**src/rtl/csp_pkg.sv**
```systemverilog
// ----------------------------------------------------------------------------
// Command stream password generator package
// Shared types, header codes and the bit permutation of the password value.
// ----------------------------------------------------------------------------
package csp_pkg;

   localparam int WORD_BITS = 16;
   localparam int SALT_BITS = 15;
   localparam int DATA_BITS = 48;
   localparam int CSR_ADDR_BITS = 3;
   localparam int CSR_DATA_BITS = 32;

   localparam logic [WORD_BITS-1:0] HDR_PASSWORD = 16'hFE04;
   localparam logic [WORD_BITS-1:0] HDR_END = 16'h0001;
   localparam logic [WORD_BITS-1:0] HDR_NONE = 16'h0000;
   localparam logic [WORD_BITS-1:0] LEN_MASK = 16'h00FF;

   // Register index, taken from the word address of the control port.
   localparam logic REG_SALT = 1'b0;

   typedef enum logic [1:0] {
      MODE_SEARCH = 2'd0,
      MODE_SLOTS = 2'd1,
      MODE_TAIL = 2'd2,
      MODE_STOP = 2'd3
   } mode_type;

   typedef struct packed {
      logic found;
      logic [WORD_BITS-1:0] bytes;
      logic [WORD_BITS-1:0] sum;
   } walk_result_type;

   // Destination bit of each source bit of the 48-bit password value.
   localparam logic [5:0] PERM [DATA_BITS] = '{
      6'h15, 6'h0F, 6'h25, 6'h21, 6'h1B, 6'h16, 6'h09, 6'h24,
      6'h07, 6'h2E, 6'h26, 6'h14, 6'h28, 6'h0D, 6'h0A, 6'h20,
      6'h10, 6'h01, 6'h02, 6'h1A, 6'h13, 6'h11, 6'h06, 6'h08,
      6'h2D, 6'h17, 6'h2B, 6'h0E, 6'h00, 6'h1E, 6'h12, 6'h19,
      6'h05, 6'h22, 6'h18, 6'h2F, 6'h0C, 6'h1D, 6'h1F, 6'h27,
      6'h03, 6'h04, 6'h23, 6'h2C, 6'h1C, 6'h2A, 6'h29, 6'h0B
   };

   function automatic logic [DATA_BITS-1:0] permute48(input logic [DATA_BITS-1:0] data);
      logic [DATA_BITS-1:0] result;
      result = '0;
      for (int k = 0; k < DATA_BITS; k++) begin
         result[PERM[k]] = data[k];
      end
      return result;
   endfunction

endpackage

```
**src/rtl/csp_csr.sv**
```systemverilog
// ----------------------------------------------------------------------------
// Control register port
// Holds the salt register behind a simple two-phase register bus.
// ----------------------------------------------------------------------------
module csp_csr (
   input  logic                                clock,
   input  logic                                reset,
   input  logic                                csr_psel,
   input  logic                                csr_penable,
   input  logic                                csr_pwrite,
   input  logic [csp_pkg::CSR_ADDR_BITS-1:0]   csr_paddr,
   input  logic [csp_pkg::CSR_DATA_BITS-1:0]   csr_pwdata,
   output logic [csp_pkg::CSR_DATA_BITS-1:0]   csr_prdata,
   output logic                                csr_pready,
   output logic [csp_pkg::SALT_BITS-1:0]       salt
);
   import csp_pkg::*;

   logic [SALT_BITS-1:0] salt_ff;
   logic [SALT_BITS-1:0] salt_in;
   logic                 wr_salt;

   assign csr_pready = 1'b1;
   assign wr_salt = csr_psel && csr_penable && csr_pwrite && csr_pready
                    && (csr_paddr[2] == REG_SALT);
   assign salt_in = wr_salt ? csr_pwdata[SALT_BITS-1:0] : salt_ff;

   always_ff @(posedge clock) begin
      if (reset) begin
         salt_ff <= '0;
      end else begin
         salt_ff <= salt_in;
      end
   end

   always_comb begin
      csr_prdata = '0;
      if (csr_paddr[2] == REG_SALT) begin
         csr_prdata = {{(CSR_DATA_BITS-SALT_BITS){1'b0}}, salt_ff};
      end
   end

   assign salt = salt_ff;

endmodule

```
**src/rtl/csp_walker.sv**
```systemverilog
// ----------------------------------------------------------------------------
// Command header walker
// Follows the header chain, finds the password command and sums its tail.
// ----------------------------------------------------------------------------
module csp_walker #(
   parameter int POSITION_BITS = 16
) (
   input  logic                              clock,
   input  logic                              reset,
   input  logic                              step,
   input  logic [csp_pkg::WORD_BITS-1:0]     word,
   input  logic                              last,
   output csp_pkg::walk_result_type          result
);
   import csp_pkg::*;

   logic [POSITION_BITS-1:0] position_ff, position_in;
   logic [POSITION_BITS-1:0] next_header_ff, next_header_in, next_header_upd;
   logic [POSITION_BITS-1:0] tail_start_ff, tail_start_in, tail_start_upd;
   mode_type                 mode_ff, mode_in, mode_upd;
   logic [WORD_BITS-1:0]     sum_ff, sum_in, sum_upd;
   logic [WORD_BITS-2:0]     count_ff, count_in, count_upd;
   logic                     at_header;
   logic                     at_tail;
   logic                     stop_header;
   logic                     take;
   logic                     found;

   assign at_header = position_ff == next_header_ff;
   assign at_tail = position_ff == tail_start_ff;
   assign stop_header = (word == HDR_NONE) || (word == HDR_END)
                        || ((word & LEN_MASK) == HDR_NONE);

   // Walk mode after this word.
   always_comb begin
      mode_upd = mode_ff;
      case (mode_ff)
         MODE_SEARCH: begin
            if (at_header) begin
               if (word == HDR_PASSWORD) begin
                  mode_upd = MODE_SLOTS;
               end else if (stop_header) begin
                  mode_upd = MODE_STOP;
               end
            end
         end
         MODE_SLOTS: begin
            if (at_tail) begin
               mode_upd = MODE_TAIL;
            end
         end
         default: begin
            mode_upd = mode_ff;
         end
      endcase
   end

   always_comb begin
      take = (mode_ff == MODE_TAIL) || ((mode_ff == MODE_SLOTS) && at_tail);
      tail_start_upd = tail_start_ff;
      next_header_upd = next_header_ff;
      if ((mode_ff == MODE_SEARCH) && at_header) begin
         if (word == HDR_PASSWORD) begin
            tail_start_upd = position_ff + POSITION_BITS'(4);
         end else if (!stop_header) begin
            next_header_upd = position_ff + POSITION_BITS'(word & LEN_MASK);
         end
      end
      // Checksum: rotate left by one, then add the tail word.
      sum_upd = take ? ({sum_ff[WORD_BITS-2:0], sum_ff[WORD_BITS-1]} + word) : sum_ff;
      count_upd = take ? (count_ff + (WORD_BITS-1)'(1)) : count_ff;

      // An empty tail still counts when the stream ends just before it.
      found = (mode_upd == MODE_TAIL)
              || ((mode_upd == MODE_SLOTS)
                  && ((position_ff + POSITION_BITS'(1)) == tail_start_upd));

      result.found = found;
      result.bytes = found ? {count_upd, 1'b0} : '0;
      result.sum = found ? sum_upd : '0;

      if (last) begin
         position_in = '0;
         next_header_in = '0;
         tail_start_in = '0;
         mode_in = MODE_SEARCH;
         sum_in = '0;
         count_in = '0;
      end else begin
         position_in = position_ff + POSITION_BITS'(1);
         next_header_in = next_header_upd;
         tail_start_in = tail_start_upd;
         mode_in = mode_upd;
         sum_in = sum_upd;
         count_in = count_upd;
      end
   end

   always_ff @(posedge clock) begin
      if (reset) begin
         position_ff <= '0;
         next_header_ff <= '0;
         tail_start_ff <= '0;
         mode_ff <= MODE_SEARCH;
         sum_ff <= '0;
         count_ff <= '0;
      end else if (step) begin
         position_ff <= position_in;
         next_header_ff <= next_header_in;
         tail_start_ff <= tail_start_in;
         mode_ff <= mode_in;
         sum_ff <= sum_in;
         count_ff <= count_in;
      end
   end

endmodule

```
**src/rtl/csp_permute.sv**
```systemverilog
// ----------------------------------------------------------------------------
// Password permutation
// Packs salt, byte count and checksum and scatters the bits into three words.
// ----------------------------------------------------------------------------
module csp_permute (
   input  csp_pkg::walk_result_type          result,
   input  logic [csp_pkg::SALT_BITS-1:0]     salt,
   output logic [csp_pkg::WORD_BITS-1:0]     slot_one,
   output logic [csp_pkg::WORD_BITS-1:0]     slot_two,
   output logic [csp_pkg::WORD_BITS-1:0]     slot_three
);
   import csp_pkg::*;

   logic [DATA_BITS-1:0] data;
   logic [DATA_BITS-1:0] scrambled;

   assign data = {result.sum, result.bytes, 1'b0, salt};
   assign scrambled = permute48(data);

   assign slot_one = result.found ? scrambled[47:32] : '0;
   assign slot_two = result.found ? scrambled[31:16] : '0;
   assign slot_three = result.found ? scrambled[15:0] : '0;

endmodule

```
**src/rtl/command_stream_password_generator.sv**
```systemverilog
// ----------------------------------------------------------------------------
// Command stream password generator: one word per cycle while the result side
// does not stall. Words wait in the input register; the result register is
// loaded when the last word leaves it. Reset clears all stream state and salt.
// ----------------------------------------------------------------------------
module command_stream_password_generator #(
   parameter int POSITION_BITS = 16
) (
   input  logic                                clock,
   input  logic                                reset,
   input  logic                                req_valid,
   output logic                                req_stall,
   input  logic [csp_pkg::WORD_BITS-1:0]       req_word,
   input  logic                                req_last,
   output logic                                rsp_valid,
   input  logic                                rsp_stall,
   output logic                                rsp_found,
   output logic [csp_pkg::WORD_BITS-1:0]       rsp_slot_one,
   output logic [csp_pkg::WORD_BITS-1:0]       rsp_slot_two,
   output logic [csp_pkg::WORD_BITS-1:0]       rsp_slot_three,
   output logic [csp_pkg::WORD_BITS-1:0]       rsp_tail_bytes,
   output logic [csp_pkg::WORD_BITS-1:0]       rsp_tail_sum,
   input  logic                                csr_psel,
   input  logic                                csr_penable,
   input  logic                                csr_pwrite,
   input  logic [csp_pkg::CSR_ADDR_BITS-1:0]   csr_paddr,
   input  logic [csp_pkg::CSR_DATA_BITS-1:0]   csr_pwdata,
   output logic [csp_pkg::CSR_DATA_BITS-1:0]   csr_prdata,
   output logic                                csr_pready
);
   import csp_pkg::*;

   logic                 in_valid_ff, in_valid_in;
   logic [WORD_BITS-1:0] in_word_ff;
   logic                 in_last_ff;
   logic                 accept;
   logic                 out_free;
   logic                 fire;
   logic                 load_rsp;

   logic                 rsp_valid_ff, rsp_valid_in;
   logic                 rsp_found_ff;
   logic [WORD_BITS-1:0] rsp_slot_one_ff, rsp_slot_two_ff, rsp_slot_three_ff;
   logic [WORD_BITS-1:0] rsp_tail_bytes_ff, rsp_tail_sum_ff;

   logic [SALT_BITS-1:0] salt;
   walk_result_type      walk_result;
   logic [WORD_BITS-1:0] slot_one, slot_two, slot_three;

   csp_csr u_csr (
      .clock       (clock),
      .reset       (reset),
      .csr_psel    (csr_psel),
      .csr_penable (csr_penable),
      .csr_pwrite  (csr_pwrite),
      .csr_paddr   (csr_paddr),
      .csr_pwdata  (csr_pwdata),
      .csr_prdata  (csr_prdata),
      .csr_pready  (csr_pready),
      .salt        (salt)
   );

   // A word that ends a stream moves on only when the result register is free.
   assign out_free = !rsp_valid_ff || !rsp_stall;
   assign fire = in_valid_ff && (!in_last_ff || out_free);
   assign load_rsp = fire && in_last_ff;
   assign req_stall = in_valid_ff && !fire;
   assign accept = req_valid && !req_stall;
   assign in_valid_in = accept || (in_valid_ff && !fire);
   assign rsp_valid_in = load_rsp || (rsp_valid_ff && rsp_stall);

   csp_walker #(
      .POSITION_BITS (POSITION_BITS)
   ) u_walker (
      .clock  (clock),
      .reset  (reset),
      .step   (fire),
      .word   (in_word_ff),
      .last   (in_last_ff),
      .result (walk_result)
   );

   csp_permute u_permute (
      .result     (walk_result),
      .salt       (salt),
      .slot_one   (slot_one),
      .slot_two   (slot_two),
      .slot_three (slot_three)
   );

   always_ff @(posedge clock) begin
      if (reset) begin
         in_valid_ff <= 1'b0;
         rsp_valid_ff <= 1'b0;
      end else begin
         in_valid_ff <= in_valid_in;
         rsp_valid_ff <= rsp_valid_in;
      end
   end

   always_ff @(posedge clock) begin
      if (accept) begin
         in_word_ff <= req_word;
         in_last_ff <= req_last;
      end
      if (load_rsp) begin
         rsp_found_ff <= walk_result.found;
         rsp_slot_one_ff <= slot_one;
         rsp_slot_two_ff <= slot_two;
         rsp_slot_three_ff <= slot_three;
         rsp_tail_bytes_ff <= walk_result.bytes;
         rsp_tail_sum_ff <= walk_result.sum;
      end
   end

   assign rsp_valid = rsp_valid_ff;
   assign rsp_found = rsp_found_ff;
   assign rsp_slot_one = rsp_slot_one_ff;
   assign rsp_slot_two = rsp_slot_two_ff;
   assign rsp_slot_three = rsp_slot_three_ff;
   assign rsp_tail_bytes = rsp_tail_bytes_ff;
   assign rsp_tail_sum = rsp_tail_sum_ff;

   a_stall_needs_word: assert property (@(posedge clock) disable iff (reset)
      !in_valid_ff |-> !req_stall)
      else $error("input stalled with an empty input register");

   a_last_gives_result: assert property (@(posedge clock) disable iff (reset)
      load_rsp |=> rsp_valid)
      else $error("last word did not produce a result transfer");

   a_not_found_zero: assert property (@(posedge clock) disable iff (reset)
      (rsp_valid && !rsp_found) |-> (rsp_slot_one == '0 && rsp_slot_two == '0
         && rsp_slot_three == '0 && rsp_tail_bytes == '0 && rsp_tail_sum == '0))
      else $error("result without password carries nonzero fields");

   a_even_bytes: assert property (@(posedge clock) disable iff (reset)
      rsp_valid |-> !rsp_tail_bytes[0])
      else $error("tail byte count is odd");

endmodule

```
**config.mk**
```make
export PLATFORM = sky130hd
export DESIGN_NAME = command_stream_password_generator
export DESIGN_NICKNAME = d
export VERILOG_FILES = /design/src/rtl/csp_pkg.sv /design/src/rtl/csp_csr.sv /design/src/rtl/csp_walker.sv /design/src/rtl/csp_permute.sv /design/src/rtl/command_stream_password_generator.sv
export SDC_FILE = /design/constraint.sdc
export NUM_CORES = 1
export LEC_CHECK = 0
export BUFFER_PORTS_ARGS = -buffer_cell sky130_fd_sc_hd__buf_2
export CAP_MARGIN = 20
export CORE_MARGIN = 2
export CORE_UTILIZATION = 51
export CTS_CLUSTER_SIZE = 25
export DETAILED_ROUTE_END_ITERATION = 10
export GPL_ROUTABILITY_DRIVEN = 0
export PLACE_DENSITY_LB_ADDON = 0.08
export SLEW_MARGIN = 5
export SYNTH_ARGS = -nofsm -noshare
export SYNTH_HDL_FRONTEND = slang
export SYNTH_SLANG_ARGS = --single-unit
```
**constraint.sdc**
```tcl
create_clock -name clock -period 2.9 [get_ports clock]
set_input_delay 0.58 -clock clock [delete_from_list [all_inputs] [get_ports clock]]
set_output_delay 0.58 -clock clock [all_outputs]
set_load 0.02 [all_outputs]
```
### After elaboration in Yosys (flattened, before gate mapping)

Cells that the tools add are included.

| storage, ports and cells | value |
|---|---|
| register bits after elaboration | 196 |
| input port bits | 59 |
| output and inout port bits | 116 |

| operators by class | value |
|---|---|
| mux-type cells | 21 |
| eq/ne operators | 11 |
| bitwise gates (word level) | 1 |
| add/subtract/negate cells | 5 |
| reduce and logical (&&, ||, !) cells | 29 |

Operators by type and width:

| kind | count |
|---|---|
| 16-bit two-way mux | 12 |
| 16-bit equality test | 3 |
| 15-bit two-way mux | 3 |
| 16-bit logical NOT | 2 |
| 16-bit by 1-bit adder with 16-bit output (second input constant) | 1 |
| 16-bit adder | 1 |
| 16-bit by 3-bit adder with 16-bit output (second input constant) | 1 |
| 16-bit by 8-bit adder with 16-bit output | 1 |
| 16-bit by 1-bit equality test with 1-bit output (second input constant) | 1 |
| 16-bit equality test (second input constant) | 1 |
| 15-bit by 1-bit adder with 15-bit output (second input constant) | 1 |
| 1-bit logical AND | 11 |
| 2-bit two-way mux | 5 |
| 1-bit logical OR | 8 |
| 1-bit logical NOT | 5 |
| 2-bit by 1-bit equality test with 1-bit output (second input constant) | 2 |
| 2-bit equality test (second input constant) | 2 |
| 2-bit != test (second input constant) | 2 |
| 2-bit one-hot mux with 2 select lines | 1 |
| 4-bit AND reduction | 1 |
| 2-bit logical NOT | 1 |
| 2-bit nonzero test | 1 |
| 1-bit inverter | 1 |

### Logic depth before layout (Yosys ltp)

| depth | value |
|---|---|
| depth after elaboration | 11 |
| mapped depth | 13 |
| gate-level depth less buffers | 10 |

### Hierarchy

Synthesis repeated with hierarchy kept, for this count alone.

| second synthesis, totals | value |
|---|---|
| cell total of the unflattened synthesis | 1057 |
| area total of the unflattened synthesis | 10460.0 um^2 |

By module, submodules not included:

| module | area each (um^2) | seq. area each (um^2) | instances | cells an instance |
|---|---|---|---|---|
| csp_walker | 6125.9 | 1621.6 | 1 | 790 |
| command_stream_password_generator | 3035.4 | 2982.9 | 1 | 111 |
| csp_csr | 943.4 | 300.3 | 1 | 102 |
| csp_permute | 355.3 | 0.0 | 1 | 54 |

### Least setup slack after synthesis

OpenSTA, ideal clock, no wires.

| timing | value |
|---|---|
| path kind | register to register |
| start point | reg in_last_ff |
| end point | reg rsp_found_ff, in the netlist rsp_found (enable) |
| required time | 2.452 ns |
| library setup time | 0.448 ns |
| setup slack | -0.264 ns |
| stages on the path, launching flop included | 4 |
| data arrival time | 2.716 ns |
| cell sequence | edfxtp_1 > clkbuf_1 > clkbuf_1 > and3_1 |

| on the way | value |
|---|---|
| cells in the longest elaborated chain, start to end | 4 |

Ends and longest elaborated chain:

| element | line | text |
|---|---|---|
| start: declaration | command_stream_password_generator.sv:35 | `logic in_last_ff;` |
| start signal: assignment | command_stream_password_generator.sv:104 | `in_last_ff <= req_last;` |
| 1-bit logical NOT | command_stream_password_generator.sv:65 | `assign fire = in_valid_ff && (!in_last_ff \|\| out_free);` |
| 1-bit logical OR | command_stream_password_generator.sv:65 |  |
| 1-bit logical AND | command_stream_password_generator.sv:65 |  |
| 1-bit logical AND (*) | command_stream_password_generator.sv:66 | `assign load_rsp = fire && in_last_ff;` |
| named net load_rsp | command_stream_password_generator.sv:39 | `logic load_rsp;` |
| end signal: assignment | command_stream_password_generator.sv:107 | `rsp_found_ff <= walk_result.found;` |
| end: declaration | command_stream_password_generator.sv:42 | `logic rsp_found_ff;` |

The timed path passes the listed nets; every way through them passes the cells marked *.
A chain may end at the register's enable or synchronous reset.

### Worst setup path after layout

| timing | value |
|---|---|
| start point | reg in_word_ff[1] |
| end point | reg rsp_slot_three_ff[6], in the netlist rsp_slot_three[6] (data pin) |

| on the way | value |
|---|---|
| cells in the longest elaborated chain, start to end | 11 |
| elaborated cells on any way between the ends | 18 |
| classes of those cells | eq/ne: 5; mux: 7; reduce/logical: 6 |

Ends and longest elaborated chain:

| element | line | text |
|---|---|---|
| start: declaration | command_stream_password_generator.sv:34 | `logic [WORD_BITS-1:0] in_word_ff;` |
| start signal: assignment | command_stream_password_generator.sv:103 | `in_word_ff <= req_word;` |
| 16-bit by 1-bit equality test with 1-bit output / 16-bit logical NOT (equally long branches) | csp_walker.sv:31 | `assign stop_header = (word == HDR_NONE) \|\| (word == HDR_END)` |
| 1-bit logical OR | csp_walker.sv:31 |  |
| 1-bit logical OR | csp_walker.sv:32 | `\|\| ((word & LEN_MASK) == HDR_NONE);` |
| 2-bit two-way mux | csp_walker.sv:42 | `end else if (stop_header) begin` |
| 2-bit two-way mux | csp_walker.sv:40 | `if (word == HDR_PASSWORD) begin` |
| 2-bit two-way mux | csp_walker.sv:39 | `if (at_header) begin` |
| 2-bit one-hot mux with 2 select lines | csp_walker.sv:37 | `case (mode_ff)` |
| 2-bit by 1-bit equality test with 1-bit output | csp_walker.sv:75 | `\|\| ((mode_upd == MODE_SLOTS)` |
| 1-bit logical AND | csp_walker.sv:76 | `&& ((position_ff + POSITION_BITS'(1)) == tail_start_upd));` |
| 1-bit logical OR (*) | csp_walker.sv:75 |  |
| 16-bit two-way mux | csp_walker.sv:79 | `result.bytes = found ? {count_upd, 1'b0} : '0;` |
| end signal: assignment | command_stream_password_generator.sv:110 | `rsp_slot_three_ff <= slot_three;` |
| end: declaration | command_stream_password_generator.sv:43 | `logic [WORD_BITS-1:0] rsp_slot_one_ff, rsp_slot_two_ff, rsp_slot_three_ff;` |

Every way passes the cells marked *; elsewhere a longest branch is shown, timed or not.

==> flow_metrics.py <==
metrics = {
    "logic_synthesis": {
        "ys_ff_latch": 193,
        "synth_warnings": 0,
        "synth_flop_cell": "dfxtp_1",
        "syn-instance-count": 1082,
        "post_synth_num_cell_types": 74,
        "ys_seq_area_frac": 0.472,
        "synthArstFlopShare": 0,
        "yosysTopAreaCellShare": 0.280,
        "avgSynthCellArea_sq_um": 9.42,
        "synthTopCellsByArea": "edfxtp_1 (28%), dfxtp_1 (19%), a21oi_1 (4.6%), xnor2_1 (4.0%), nor2_1 (3.9%)",
        "yosys.area.top_type": "edfxtp_1",
        "synth_edf_count": 95,
        "syn_area_sq_um": 10200,
    },
    "global_routing": {
        "met2_usage": 0.408,
        "grt_use_total": 0.248,
        "antenna_found_initial": 0,
        "grt_max_degree": 57,
        "grt_pass1_wl_mm": 42.0,
        "use_met3": 0.0364,
        "grtUsageMet1": 0.341,
        "grt_pass1_vias": 8111,
        "busiest_layer": "met2",
        "grt-ovfl-total": 0,
    },
    "power": {
        "internal-power_mw": 4.26,
        "p_switching_mw": 1.43,
        "power_leakage_nw": 5.25,
        "combPwrFrac": 0.071,
        "total_power_mw": 5.69,
        "power_frac_seq": 0.511,
        "vdd_ir_drop_max_mv": 0.429,
        "swShare": 0.252,
        "p_per_area_nw_per_um2": 437,
        "power_frac_clock": 0.418,
    },
    "worst_setup_path": {
        "crit_start": "in_word_ff[1]",
        "crit_chain": "nor4_2, nand2_1, or4_4, o21ai_4, a21oi_2, or3b_4, or4b_4, buf_6, a31oi_1",
        "r2r_cells": 9,
        "crit_end": "rsp_slot_three[6]",
        "critical_path_class": "register to register",
        "rr_startpoint": "in_word_ff[1]",
        "rrSetupSlack_ps": -250,
        "critPathLaunchType": "register",
        "r2r-end": "rsp_slot_three[6]",
        "cp.required_ps": 3180,
        "cp.arrival_ps": 3430,
        "endpoint_kind": "register",
        "cpPeakStageDelay_ps": 610,
        "crit_path_max_fanout": 8,
        "cp_slowest_cell": "or4b_4",
    },
    "job": {
        "cap_viol_max_count": 0,
    },
    "detailed_routing": {
        "final_antenna_net_count": 0,
        "drc": 0,
        "dr.pass1.iters": 5,
        "via_per_inst": 5.63,
        "first_iter_violations": 772,
        "routed_wl_mm": 28.1,
        "wl_per_cell_um": 17.6,
        "routed-via-count": 8947,
    },
    "floorplanning": {
        "core_area_sq_um": 19500,
        "start_util": 0.522,
        "placementRows": 51,
        "io_pins": 175,
        "die_height_um": 145,
        "dieArea_sq_um": 21100,
        "fp.dieW_um": 145,
    },
    "clock_network": {
        "cts-htree-levels": 4,
        "clk_pin_slew_ps": 80,
        "hold_buffers": 0,
        "insertion_delay_ps": 440,
        "cts_tree": "yes",
        "cts_made_buffers": 17,
        "clock-sinks": 193,
        "cts_root_buf": "clkbuf_16",
        "clockBufferDepth": 2,
    },
    "sta": {
        "finalSetupViolations": 76,
        "fin_hold_ws_ps": 308,
        "timing.final.crit_share": 1.09,
        "tns_ps": -14850,
        "slew_headroom": 0.435,
        "skew_ps": 9.99,
        "worst_slack_ps": -251,
        "worstMarginPinSlew_ps": 848,
        "maxSlewViolCount": 0,
        "fmax_mhz": 317,
        "min_period_ps": 3150,
        "hold_viol_final": 0,
        "rsz0062_at_grt": "true",
    },
    "cells_and_area": {
        "layout_common_cells": "buf_4 (135), buf_2 (134), nor2_1 (105)",
        "num_antenna_cells": 0,
        "finish.utilization": 0.668,
        "drive_above_1_share": 0.297,
        "syn_to_final_growth_pct": 27.9,
        "mostFrequentLayoutCell": "buf_4",
        "finish.net_count": 1399,
    },
    "worst_hold_path": {
        "min_path_type": "input port to register",
    },
    "run_status": {
        "status": "finished with violations",
        "violations": "setup timing",
    },
    "placement": {
        "portBuffers": 134,
        "dpl.hpwl_mm": 19.1,
    },
}
-- per-stage QoR --
stage	area (sq um)	instances	setup slack, ps
floorplan	10300	1101	-108
global placement	11900	1544	-354
detailed placement	11900	1544	-434
CTS	12600	1579	-238
global route	13000	1590	-354
finish	13000	1590	-251
-- registers in the layout, indices dropped and copies added (netlist names) --
| register | count |
|---|---|
| in_word_ff | 16 |
| rsp_slot_three | 16 |
| rsp_tail_sum | 16 |
| u_walker.next_header_ff | 16 |
| u_walker.position_ff | 16 |
| u_walker.sum_ff | 16 |
| u_walker.tail_start_ff | 16 |
| rsp_slot_one | 15 |
| rsp_slot_two | 15 |
| rsp_tail_bytes | 15 |
| u_csr.salt | 15 |
| u_walker.count_ff | 15 |
| u_walker.mode_ff | 2 |
| in_last_ff | 1 |
| in_valid_ff | 1 |
| rsp_found | 1 |
| rsp_valid | 1 |
-- critical path: cells and delay by family (launching register included) --
family	cells	cell delay, ps
AO/OA/AOI/OAI	3	400
buffers and inverters	1	200
flip-flops	1	420
AND/OR/NAND/NOR	5	1960
-- synthesized netlist by cell type, drive strengths merged (3+ instances only) --
cell,instances
a211o,5
a211oi,3
a21boi,16
a21o,8
a21oi,94
a22oi,26
a2bb2oi,7
a311oi,4
a31oi,13
a41oi,3
and2,6
and3,10
buf,41
clkbuf,52
dfxtp,98
edfxtp,95
ha,26
inv,21
nand2,83
nand2b,6
nand3,19
nand3b,3
nand4,15
nand4b,4
nor2,108
nor2b,20
nor3,34
nor3b,3
nor4,17
o2111ai,5
o211a,6
o211ai,6
o21a,5
o21ai,52
o22ai,22
o31ai,8
o41ai,3
or2,5
or3,12
or3b,4
or4,3
or4b,3
xnor2,46
xor2,37
-- repair_timing --
item,4_1_cts,5_1_grt
cloned,1,3
buffers inserted,2,8
resized for setup,27,74
setup endpoints to repair,77,99
pin swaps,5,21
-- cells by family after synthesis --
kind of cell	Yosys count	synth area share
fa+ha+maj	28	0.0358
xor+xnor	83	0.0713
mux	2	0.00196
buf+inv	114	0.0540
flops	193	0.472
other cells	2	0.000737
compound gates	299	0.188
simple gates	361	0.176
-- per-layer routing --
layer	vias up	wire [um]
li1	4379	-
met1	4240	12500
met2	286	13500
met3	42	1470
met4	0	519
met5	-	0
-- final cells by class --
type	count	area, sq um
fillers	1584	6490
multi-input cells	794	5270
flip-flops and latches	193	4820
repair buffers	285	1940
clock buffers	17	425
well taps	265	332
clock inverters	15	169
inverters	21	78.8
-- power by group through the flow --
stage	registers, mW	logic, mW	clock network [mW]
2_1_floorplan	2.99	0.226	0
4_1_cts	2.91	0.384	2.40
5_1_grt	2.91	0.436	2.50
3_5_place_dp	2.97	0.381	0
6_report	2.91	0.404	2.38
3_3_place_gp	2.97	0.376	0
-- worst min path at each step --
stage | cells after the start | endpoint | startpoint
5_1_grt | 1 | in_word_ff[13] | req_word[13]
4_1_cts | 1 | in_word_ff[7] | req_word[7]
2_1_floorplan | 2 | u_csr.salt[0] | u_csr.salt[0]
3_3_place_gp | 2 | u_csr.salt[7] | u_csr.salt[7]
3_5_place_dp | 2 | u_csr.salt[11] | u_csr.salt[11]
6_report | 1 | in_word_ff[5] | req_word[5]
No activity file was read; power rests on OpenSTA's default activity.
